[src/design/rcnst_pkg.sv]
// Package for the role-counted note slot table.
// Holds command, event and role codes plus the item, result and slot entry types.
// No dependencies.
package rcnst_pkg;

    // Command codes
    localparam logic [1:0] CMD_START     = 2'd0;
    localparam logic [1:0] CMD_STOP      = 2'd1;
    localparam logic [1:0] CMD_STOP_ROLE = 2'd2;
    localparam logic [1:0] CMD_STOP_ALL  = 2'd3;

    // Event kinds
    localparam logic [1:0] EV_NONE = 2'd0;
    localparam logic [1:0] EV_ON   = 2'd1;
    localparam logic [1:0] EV_OFF  = 2'd2;

    // Holder roles; any other role code acts as playback
    localparam logic [1:0] ROLE_AUD  = 2'd0;
    localparam logic [1:0] ROLE_PRE  = 2'd1;
    localparam logic [1:0] ROLE_PLAY = 2'd2;

    localparam int         ROLE_NUM = 3;
    localparam logic [7:0] HOLD_MAX = 8'd255;

    typedef struct packed {
        logic [1:0]         cmd;
        logic signed [15:0] pitch;
        logic [6:0]         velocity;
        logic [1:0]         role;
    } cmd_item_t;

    typedef struct packed {
        logic               accepted;
        logic [1:0]         event_kind;
        logic signed [15:0] event_pitch;
        logic [6:0]         event_velocity;
        logic [5:0]         event_slot;
        logic               last;
    } result_t;

    // One slot as stored in the slot RAM: pitch and one holder count per role
    typedef struct packed {
        logic signed [15:0]             pitch;
        logic [ROLE_NUM-1:0][7:0]       cnt;
    } slot_entry_t;

    localparam int ENTRY_W = $bits(slot_entry_t);

endpackage

[src/design/rcnst_ram.sv]
// Generic single-write, single-read RAM with registered read data.
// Used for the slot pitch and holder count store. No dependencies.
module rcnst_ram #(
    parameter int WIDTH = 40,
    parameter int DEPTH = 24
) (
    input  logic                                   clk,
    input  logic                                   we,
    input  logic [(DEPTH > 1 ? $clog2(DEPTH) : 1)-1:0] waddr,
    input  logic [WIDTH-1:0]                       wdata,
    input  logic [(DEPTH > 1 ? $clog2(DEPTH) : 1)-1:0] raddr,
    output logic [WIDTH-1:0]                       rdata
);

    logic [WIDTH-1:0] mem [DEPTH];

    // Write one word, register one read word
    always_ff @(posedge clk)
    begin
        if (we)
        begin
            mem[waddr] <= wdata;
        end
        rdata <= mem[raddr];
    end

endmodule

[src/design/role_counted_note_slot_table.sv]
// Role-counted note slot table: one command item in, one or more result items out.
// Start/stop scan the slots in order, skipping free slots and reading the slot RAM for
// active ones, and stop at the first pitch match or after the last slot.
// Stop-role and stop-all walk every slot the same way; each freed slot may also wait
// on the result register. One item is in work at a time. Reset clears all slots at once
// through the active bits; the slot RAM holds no reset and is read only for active slots.
module role_counted_note_slot_table #(
    parameter int SLOT_COUNT = 24
) (
    input  logic                 clk,
    input  logic                 rst_n,
    input  logic                 cmd_valid,
    output logic                 cmd_stall,
    input  rcnst_pkg::cmd_item_t cmd_item,
    output logic                 res_valid,
    input  logic                 res_stall,
    output rcnst_pkg::result_t   res_item
);

    import rcnst_pkg::*;

    localparam int IW = (SLOT_COUNT > 1) ? $clog2(SLOT_COUNT) : 1;
    localparam logic [IW-1:0] LAST_IDX = IW'(SLOT_COUNT - 1);

    localparam logic [2:0] ST_IDLE     = 3'd0;
    localparam logic [2:0] ST_SCAN_RD  = 3'd1;
    localparam logic [2:0] ST_SCAN_CHK = 3'd2;
    localparam logic [2:0] ST_SW_RD    = 3'd3;
    localparam logic [2:0] ST_SW_CHK   = 3'd4;
    localparam logic [2:0] ST_FINISH   = 3'd5;

    logic [2:0]            state_reg, state_next;
    logic [IW-1:0]         idx_reg, idx_next;
    logic                  found_reg, found_next;
    logic                  free_found_reg, free_found_next;
    logic                  pend_valid_reg, pend_valid_next;
    logic                  res_valid_reg, res_valid_next;
    logic [SLOT_COUNT-1:0] active_reg, active_next;

    cmd_item_t             item_reg, item_next;
    logic [IW-1:0]         hit_idx_reg, hit_idx_next;
    logic [IW-1:0]         free_idx_reg, free_idx_next;
    slot_entry_t           hit_entry_reg, hit_entry_next;
    result_t               pend_reg, pend_next;
    result_t               res_reg, res_next;

    logic                  ram_we;
    logic [IW-1:0]         ram_waddr;
    slot_entry_t           ram_wdata;
    logic [ENTRY_W-1:0]    ram_rdata;
    slot_entry_t           rd_entry;

    logic                  out_free;
    logic                  last_idx;
    logic [1:0]            role_sel;
    slot_entry_t           sw_entry;
    logic                  sw_freed;
    logic                  sw_dirty;
    slot_entry_t           fin_entry;
    logic [IW-1:0]         fin_slot;

    rcnst_ram #(
        .WIDTH(ENTRY_W),
        .DEPTH(SLOT_COUNT)
    ) u_slot_ram (
        .clk  (clk),
        .we   (ram_we),
        .waddr(ram_waddr),
        .wdata(ram_wdata),
        .raddr(idx_reg),
        .rdata(ram_rdata)
    );

    assign rd_entry  = slot_entry_t'(ram_rdata);
    assign out_free  = !res_valid_reg || !res_stall;
    assign last_idx  = (idx_reg == LAST_IDX);
    assign cmd_stall = (state_reg != ST_IDLE);
    assign res_valid = res_valid_reg;
    assign res_item  = res_reg;

    // Map role code to count lane; unknown code acts as playback
    always_comb
    begin
        case (item_reg.role)
            ROLE_AUD: role_sel = 2'd0;
            ROLE_PRE: role_sel = 2'd1;
            default:  role_sel = 2'd2;
        endcase
    end

    // Sequencer: scan or sweep the slots, then finish with the last result
    always_comb
    begin
        state_next      = state_reg;
        idx_next        = idx_reg;
        found_next      = found_reg;
        free_found_next = free_found_reg;
        pend_valid_next = pend_valid_reg;
        res_valid_next  = res_valid_reg && res_stall;
        active_next     = active_reg;
        item_next       = item_reg;
        hit_idx_next    = hit_idx_reg;
        free_idx_next   = free_idx_reg;
        hit_entry_next  = hit_entry_reg;
        pend_next       = pend_reg;
        res_next        = res_reg;
        ram_we          = 1'b0;
        ram_waddr       = idx_reg;
        ram_wdata       = rd_entry;
        sw_entry        = rd_entry;
        sw_freed        = 1'b0;
        sw_dirty        = 1'b0;
        fin_entry       = hit_entry_reg;
        fin_slot        = hit_idx_reg;

        case (state_reg)
            ST_IDLE:
            begin
                if (cmd_valid)
                begin
                    item_next       = cmd_item;
                    idx_next        = '0;
                    found_next      = 1'b0;
                    free_found_next = 1'b0;
                    pend_valid_next = 1'b0;
                    if (cmd_item.cmd == CMD_START || cmd_item.cmd == CMD_STOP)
                    begin
                        state_next = ST_SCAN_RD;
                    end
                    else
                    begin
                        state_next = ST_SW_RD;
                    end
                end
            end

            ST_SCAN_RD:
            begin
                // Skip free slots without a read, note the lowest one
                if (!active_reg[idx_reg])
                begin
                    if (!free_found_reg)
                    begin
                        free_found_next = 1'b1;
                        free_idx_next   = idx_reg;
                    end
                    if (last_idx)
                    begin
                        state_next = ST_FINISH;
                    end
                    else
                    begin
                        idx_next = idx_reg + 1'b1;
                    end
                end
                else
                begin
                    state_next = ST_SCAN_CHK;
                end
            end

            ST_SCAN_CHK:
            begin
                if (rd_entry.pitch == item_reg.pitch)
                begin
                    found_next     = 1'b1;
                    hit_idx_next   = idx_reg;
                    hit_entry_next = rd_entry;
                    state_next     = ST_FINISH;
                end
                else if (last_idx)
                begin
                    state_next = ST_FINISH;
                end
                else
                begin
                    idx_next   = idx_reg + 1'b1;
                    state_next = ST_SCAN_RD;
                end
            end

            ST_SW_RD:
            begin
                if (!active_reg[idx_reg])
                begin
                    if (last_idx)
                    begin
                        state_next = ST_FINISH;
                    end
                    else
                    begin
                        idx_next = idx_reg + 1'b1;
                    end
                end
                else
                begin
                    state_next = ST_SW_CHK;
                end
            end

            ST_SW_CHK:
            begin
                // Drop the role's holders or free the slot outright
                if (item_reg.cmd == CMD_STOP_ALL)
                begin
                    sw_freed = 1'b1;
                end
                else if (rd_entry.cnt[role_sel] != 8'd0)
                begin
                    sw_entry.cnt[role_sel] = 8'd0;
                    sw_dirty = 1'b1;
                    sw_freed = (sw_entry.cnt == '0);
                end

                // Hold while the previous note-off cannot move out
                if (!(sw_freed && pend_valid_reg && !out_free))
                begin
                    if (sw_freed)
                    begin
                        active_next[idx_reg] = 1'b0;
                        if (pend_valid_reg)
                        begin
                            res_next       = pend_reg;
                            res_valid_next = 1'b1;
                        end
                        pend_next.accepted       = 1'b1;
                        pend_next.event_kind     = EV_OFF;
                        pend_next.event_pitch    = rd_entry.pitch;
                        pend_next.event_velocity = 7'd0;
                        pend_next.event_slot     = 6'(idx_reg);
                        pend_next.last           = 1'b0;
                        pend_valid_next          = 1'b1;
                    end
                    else if (sw_dirty)
                    begin
                        ram_we    = 1'b1;
                        ram_waddr = idx_reg;
                        ram_wdata = sw_entry;
                    end
                    if (last_idx)
                    begin
                        state_next = ST_FINISH;
                    end
                    else
                    begin
                        idx_next   = idx_reg + 1'b1;
                        state_next = ST_SW_RD;
                    end
                end
            end

            ST_FINISH:
            begin
                if (out_free)
                begin
                    res_valid_next          = 1'b1;
                    state_next              = ST_IDLE;
                    res_next.accepted       = 1'b1;
                    res_next.event_kind     = EV_NONE;
                    res_next.event_pitch    = '0;
                    res_next.event_velocity = 7'd0;
                    res_next.event_slot     = 6'd0;
                    res_next.last           = 1'b1;

                    case (item_reg.cmd)
                        CMD_START:
                        begin
                            if (!found_reg)
                            begin
                                fin_entry       = '0;
                                fin_entry.pitch = item_reg.pitch;
                                fin_slot        = free_idx_reg;
                            end
                            if (found_reg || free_found_reg)
                            begin
                                // Sound the note on its first holder
                                if (fin_entry.cnt == '0)
                                begin
                                    res_next.event_kind     = EV_ON;
                                    res_next.event_pitch    = item_reg.pitch;
                                    res_next.event_velocity = item_reg.velocity;
                                    res_next.event_slot     = 6'(fin_slot);
                                end
                                if (fin_entry.cnt[role_sel] != HOLD_MAX)
                                begin
                                    fin_entry.cnt[role_sel] = fin_entry.cnt[role_sel] + 8'd1;
                                end
                                ram_we                = 1'b1;
                                ram_waddr             = fin_slot;
                                ram_wdata             = fin_entry;
                                active_next[fin_slot] = 1'b1;
                            end
                            else
                            begin
                                res_next.accepted = 1'b0;
                            end
                        end

                        CMD_STOP:
                        begin
                            if (found_reg)
                            begin
                                if (fin_entry.cnt[role_sel] != 8'd0)
                                begin
                                    fin_entry.cnt[role_sel] = fin_entry.cnt[role_sel] - 8'd1;
                                end
                                // Free the slot once no role holds it
                                if (fin_entry.cnt == '0)
                                begin
                                    res_next.event_kind  = EV_OFF;
                                    res_next.event_pitch = hit_entry_reg.pitch;
                                    res_next.event_slot  = 6'(hit_idx_reg);
                                    active_next[hit_idx_reg] = 1'b0;
                                end
                                else
                                begin
                                    ram_we    = 1'b1;
                                    ram_waddr = hit_idx_reg;
                                    ram_wdata = fin_entry;
                                end
                            end
                        end

                        default:
                        begin
                            // Flush the held note-off as the final result
                            if (pend_valid_reg)
                            begin
                                res_next      = pend_reg;
                                res_next.last = 1'b1;
                            end
                            pend_valid_next = 1'b0;
                        end
                    endcase
                end
            end

            default:
            begin
                state_next = ST_IDLE;
            end
        endcase
    end

    // Control state
    always_ff @(posedge clk or negedge rst_n)
    begin
        if (!rst_n)
        begin
            state_reg      <= ST_IDLE;
            idx_reg        <= '0;
            found_reg      <= 1'b0;
            free_found_reg <= 1'b0;
            pend_valid_reg <= 1'b0;
            res_valid_reg  <= 1'b0;
            active_reg     <= '0;
        end
        else
        begin
            state_reg      <= state_next;
            idx_reg        <= idx_next;
            found_reg      <= found_next;
            free_found_reg <= free_found_next;
            pend_valid_reg <= pend_valid_next;
            res_valid_reg  <= res_valid_next;
            active_reg     <= active_next;
        end
    end

    // Payload registers
    always_ff @(posedge clk)
    begin
        item_reg      <= item_next;
        hit_idx_reg   <= hit_idx_next;
        free_idx_reg  <= free_idx_next;
        hit_entry_reg <= hit_entry_next;
        pend_reg      <= pend_next;
        res_reg       <= res_next;
    end

    // Finishing always leaves a last result in the output register
    a_finish_last: assert property (@(posedge clk) disable iff (!rst_n)
        (state_reg == ST_FINISH && out_free) |=> (res_valid_reg && res_reg.last))
        else $error("finish did not produce a last result");

    // A held note-off exists only during a sweep command
    a_pend_sweep: assert property (@(posedge clk) disable iff (!rst_n)
        pend_valid_reg |-> (state_reg != ST_IDLE &&
            (item_reg.cmd == CMD_STOP_ROLE || item_reg.cmd == CMD_STOP_ALL)))
        else $error("held note-off outside a sweep");

    // A refused start carries no event and ends the item
    a_refuse_clean: assert property (@(posedge clk) disable iff (!rst_n)
        (res_valid_reg && !res_reg.accepted) |->
            (res_reg.event_kind == EV_NONE && res_reg.last))
        else $error("refused start with an event or not last");

    // The slot pointer stays inside the table while busy
    a_idx_range: assert property (@(posedge clk) disable iff (!rst_n)
        (state_reg != ST_IDLE) |-> (idx_reg <= LAST_IDX))
        else $error("slot index out of range");

endmodule
[config.mk]
export PLATFORM = sky130hd
export DESIGN_NAME = role_counted_note_slot_table
export DESIGN_NICKNAME = d
export VERILOG_FILES = /design/src/design/rcnst_pkg.sv /design/src/design/rcnst_ram.sv /design/src/design/role_counted_note_slot_table.sv
export SDC_FILE = /design/constraint.sdc
export NUM_CORES = 1
export LEC_CHECK = 0
export BUFFER_PORTS_ARGS = -buffer_cell sky130_fd_sc_hd__buf_4
export CAP_MARGIN = 10
export CORE_UTILIZATION = 67
export CTS_CLUSTER_DIAMETER = 120
export CTS_CLUSTER_SIZE = 20
export DETAILED_ROUTE_END_ITERATION = 6
export GPL_TIMING_DRIVEN = 0
export PLACE_DENSITY_LB_ADDON = 0.1
export SYNTH_ARGS = -nofsm -noshare
export SYNTH_HDL_FRONTEND = slang
export SYNTH_SLANG_ARGS = --single-unit
[constraint.sdc]
create_clock -name clk -period 14.34 [get_ports clk]
set_clock_uncertainty 0.05 [all_clocks]
set_input_delay 0.717 -clock clk [delete_from_list [all_inputs] [get_ports clk]]
set_output_delay 0.717 -clock clk [all_outputs]
set_load 0.01 [all_outputs]
---- Word-level counts from Yosys, hierarchy flattened ----
Memory sizes are Yosys's and may differ from the RTL's. A register that Yosys moved wholly into a read port is not among the register bits.
Cells that the tools add are included.
storage, ports and cells
  register bits after elaboration ......... 167
  RAM bits ................................ 960
  input port bits ......................... 31
  memories kept ........................... 1
memories
  memory          words  width  rd ports  clocked after memory_dff  write ports  line             source
  u_slot_ram.mem  24     40     1         1                         1            rcnst_ram.sv:15  logic [WIDTH-1:0] mem [DEPTH];
cells by class
  $add $sub $neg .......................... 3
  order comparisons ....................... 8
  equal/unequal tests ..................... 26
  multiplexer cells ....................... 124
  bitwise gates (word level) .............. 10
  reduce and logical (&&, ||, !) cells .... 41
operators with widths
  kind                                                                   count
  24-bit two-way mux                                                     17
  40-bit two-way mux                                                     8
  40-bit one-hot mux with 2 select lines                                 2
  33-bit two-way mux                                                     4
  24-bit one-hot mux with 2 select lines                                 2
  5-bit two-way mux                                                      16
  24-bit AND                                                             3
  24-bit logical NOT                                                     3
  24-bit NOT                                                             3
  33-bit one-hot mux with 2 select lines                                 1
  8-bit binary-select mux with 2-bit select                              3
  24-bit bitwise mux                                                     2
  18-bit two-way mux                                                     2
  18-bit one-hot mux with 2 select lines                                 1
  32-bit two-way mux                                                     1
  8-bit two-way mux                                                      4
  1-bit two-way mux                                                      31
  31-bit two-way mux                                                     1
  30-bit two-way mux                                                     1
  3-bit two-way mux                                                      9
  24-bit bitwise OR                                                      1
  5-bit one-hot mux with 4 select lines                                  1
  5-bit by 6-bit < comparator with 1-bit output (second input constant)  3
  2-bit != test (second input constant)                                  9
  other kinds (43)                                                       84

---- Longest topological paths before layout ----
  depth in word-level cells ............... 20
  gate-level depth with buffers ........... 18
  mapped depth without buffers ............ 14

---- Cells and area by module ----
Synthesis repeated with hierarchy kept, for this count alone.
unflattened totals
  cells, all modules ...................... 3015
  area, all modules ....................... 48396.4 µm²
by module, submodules not included
  module                        instances  cells each  area an instance (µm²)  seq. area each (µm²)
  rcnst_ram                     1          1927        37857.6                 29628.4
  role_counted_note_slot_table  1          1088        10538.9                 4804.6

---- Worst setup path after synthesis ----
No wires, ideal clock.
  path type ............................... register to register
  start ................................... reg item_reg[0] in the netlist's numbering
  end ..................................... mem u_slot_ram.mem[20][0], enable pin
  setup time .............................. 487 ps
  arrival time ............................ 7197 ps
  required time ........................... 13803 ps
  slack ................................... 6606 ps
  stages on the path, launching flop included .. 18
  cells stage by stage .................... edfxtp_1 -> buf_6 -> mux2_2 -> mux2i_1 -> ha_1 -> inv_1 -> a211o_1 -> or4_1 -> buf_2 -> nor4_1 -> a311oi_1 -> a221o_1 -> nor4_4 -> mux2_2 -> and2_1 -> or2_2 -> clkbuf_1 -> nor3_1
between the ends
  word-level cells in the longest chain between the ends .. 20
RTL lines
  item                                                                                                  line                                 source
  start, declared                                                                                       role_counted_note_slot_table.sv:40   cmd_item_t item_reg, item_next;
  start signal, assigned                                                                                role_counted_note_slot_table.sv:373  item_reg <= item_next;
  2-bit by 1-bit equality test with 1-bit output / 2-bit logical NOT (equally long branches)            role_counted_note_slot_table.sv:84   case (item_reg.role)
  2-bit one-hot mux with 2 select lines *                                                               role_counted_note_slot_table.sv:84
  parallel branches: the longest is 18 deep, another holds 8-bit by 1-bit subtractor with 8-bit output  n/a
  end, declared                                                                                         rcnst_ram.sv:15
Mark *: on every way between the ends. The select of a mux whose other input is x is not followed.

---- Worst setup path in the final report ----
  start ................................... reg item_reg[1] in the netlist's numbering
  end ..................................... mem u_slot_ram.mem[21][21], enable pin
Same word-level chain as after synthesis.

==> impl_results.md <==
- FF-to-FF path depth: 20
- Gr ovfl total: 0
- Hold_ws: around 0.18 ns
- CTS root buf: clkbuf_16
- RSZ-0062 raised after global routing: no
- Max FFs per register: 960
- DIE WIDTH: 266 µm
- Most common cell after layout, fill and taps aside: edfxtp_1
- CTS tree: built
- WP data required: ~15 ns
- WHS Endpoint: item_reg[19]
- Ports: 66
- Fin nets: about 2,800
- Worst-path fanout max: 10
- Gr usage total: 0.402
- TritonCTS Buffers: 68
- Pwr/cell area: between 150 and 200 nW/µm²
- Worst reg2reg path endpoint: u_slot_ram.mem[21][21]
- Slew headroom: 0.0679
- Vias per Instance: about 7.5
- CTS H-tree lvls: 3
- WP data arrival: ~8.3 ns
- Post-CTS sizing: 0
- Initial antenna violation count: 4
- Critical Path Sink Type: register
- Syn-to-layout area delta: 11.2%
- Remaining DRCs: 4
- Min-delay src: cmd_item[19]
- Slowest Stage Delay on Critical Path: between 0.9 and 1 ns
- Port bufs: 64
- Clk slew on worst S/H paths: 0.09 ns
- P_leak: 0.0164 µW
- Die area: slightly above 70,000 µm²
- Failing checks: design-rule violations
- Wire per inst: around 38 µm
- Clk_lat worst skew: 0.66 ns
- Crit-path cells: buf_2, clkinv_1, mux2i_1, ha_1, inv_1, a211o_1, nor4_4, a21oi_2, or3_1, a221o_1, nor4_4, mux2_2, and2_1, or2_2, clkbuf_1, nor3_2, buf_8, buf_8, buf_6, buf_6
- Post-Route Utilization: 0.755
- Total wire length: around 140,000 µm
- Drt pass-1 iters: 7
- Setup WS post-layout: around 6.3 ns
- # clock sinks: 1,166
- R2R setup slack: approximately 6.3 ns
- Peak VDD IR: 0.184 mV
- Synth async-reset ratio: 0.0309
- Syn Std Cell Area: about 47,000 µm²
- CP Launch Type: register
- Most frequent cells in the layout: 1,090 x edfxtp_1, 246 x mux4_2, 155 x clkbuf_1, 152 x nand2_1, 109 x a22oi_1
- Syn Area/Cell: roughly 18 µm²
- Core Area: 68,700 µm²
- FP Rows: 96
- Ys flop type: edfxtp_1
- Count of state elements after synthesis: between 1,000 and 1,500
- Tcrit/Tclk final: 0.559
- WHS Path Cells: 1
- Largest net degree at the start of global routing: 37
- Routed Antenna Nets: 0
- Seq/Total Area, Yosys: 0.738
- Syn Inst Count: ~2,500
- DPL Wire Length: around 88,000 µm
- Syn_nets: roughly 2,600
- Proportion of layout cells with a drive suffix above 1: 0.217
- Critical path type: reg -> reg
- Final min period: ~8.0 ns
- GP Congestion: 0.943
- Global-route wire length before repair: a little under 200,000 µm
- Final Hold Violating Endpoints: 0
- Hold Path Class: in -> reg
- Max-slew violations: 0
- CTS max path bufs: 3
- Ys Warns: 0
- Fmax: ~120 MHz
- Worst reg2reg path startpoint: item_reg[1]
- Via count: approximately 28,000
- Max-cap violations: 0
- Number of global-route vias before repair: between 20,000 and 30,000
- Setup violators final: 0
- Final TNS setup: 0 ns
- Starting density of the core: 0.679
- Dpl ws: between 6 and 7 ns
- Post-synth EDFFs: 1,090
- Chip height: around 270 µm
- Yosys cell types: 78
- Initial DRC Count: between 4,000 and 5,000
- Slowest cell on crit path: nor3_2
- Actual slew at the worst max-slew pin: ~1.4 ns
- Status: finished with violations
[stage by stage]
step	power (µW)	instances	instance area, µm²
4_1_cts	9420	3729	51900
5_1_grt	9720	3730	51900
3_5_place_dp	7350	3604	49800
3_3_place_gp	7160	3517	48300
2_1_floorplan	6210	2522	46600
6_report	9540	3731	51900
[cells by family after synthesis]
family	count (synthesis)	synth area share
buffers and inverters	184	0.0153
AND/OR/NAND/NOR	426	0.0433
XOR/XNOR	35	0.00657
other	1	0.0000804
multiplexers	328	0.138
flip-flops	1166	0.738
adder cells (fa/ha/maj)	6	0.00161
AO/OA/AOI/OAI	376	0.0567
[where the power goes]
group / internal, µW / switching, µW
clock network: 940 / 1120
logic: 1070 / 2000
registers: 4270 / 149
total: 6280 / 3270
[Yosys cell counts, types with 38 or more instances]
master / n / area, µm²
clkbuf_1: 108 / 405
mux2_2: 66 / 743
a22oi_1: 109 / 818
nand2_1: 152 / 571
mux4_2: 246 / 5540
o21ai_0: 89 / 445
dfxtp_1: 40 / 801
a21oi_1: 43 / 215
nor2_1: 92 / 345
edfxtp_1: 1090 / 32700
nand3_1: 65 / 325
inv_1: 38 / 143
[cell type report]
type                    count  area (µm²)
flip-flops and latches   1166       34400
fillers                  3732       16800
multi-input cells        1172       11700
clock buffers             117        1930
repair buffers            153        1760
well taps                 931        1160
plain buffers             145         568
inverters                  39         146
clock inverters             7         116
diodes                      1        2.50
[layer usage]
metal	track usage	share of wire	vias up
li1	-	-	10800
met1	0.532	0.33	14100
met2	0.639	0.48	2749
met3	0.101	0.14	517
met4	0.187	0.053	2
met5	0	0.000093	-
[worst max-delay path by stage]
stage	from	end	cells after the start
2_1_floorplan	item_reg[0]	u_slot_ram.mem[20][0]	17
3_3_place_gp	item_reg[1]	u_slot_ram.mem[21][27]	16
3_5_place_dp	item_reg[1]	u_slot_ram.mem[21][27]	20
4_1_cts	item_reg[1]	u_slot_ram.mem[21][21]	20
5_1_grt	item_reg[1]	u_slot_ram.mem[21][20]	20
6_report	item_reg[1]	u_slot_ram.mem[21][21]	20
[worst max-delay path: cells and delay by family, from the launching register on]
family,cells,cell delay [ns]
and+or+nand+nor,6,2.91
buffers and inverters,8,1.83
muxes,2,1.16
AOI/OAI and AO/OA,3,1.04
adders and majority gates,1,0.40
DFF,1,0.32
[timing repair]
| item | in CTS | in global routing |
|---|---|---|
| endpoints found under the hold margin | 9 | 0 |
| hold buffers | 1 | 0 |
| setup buffers | 0 | 0 |
Note: power is estimated with default switching activity, not from simulation.
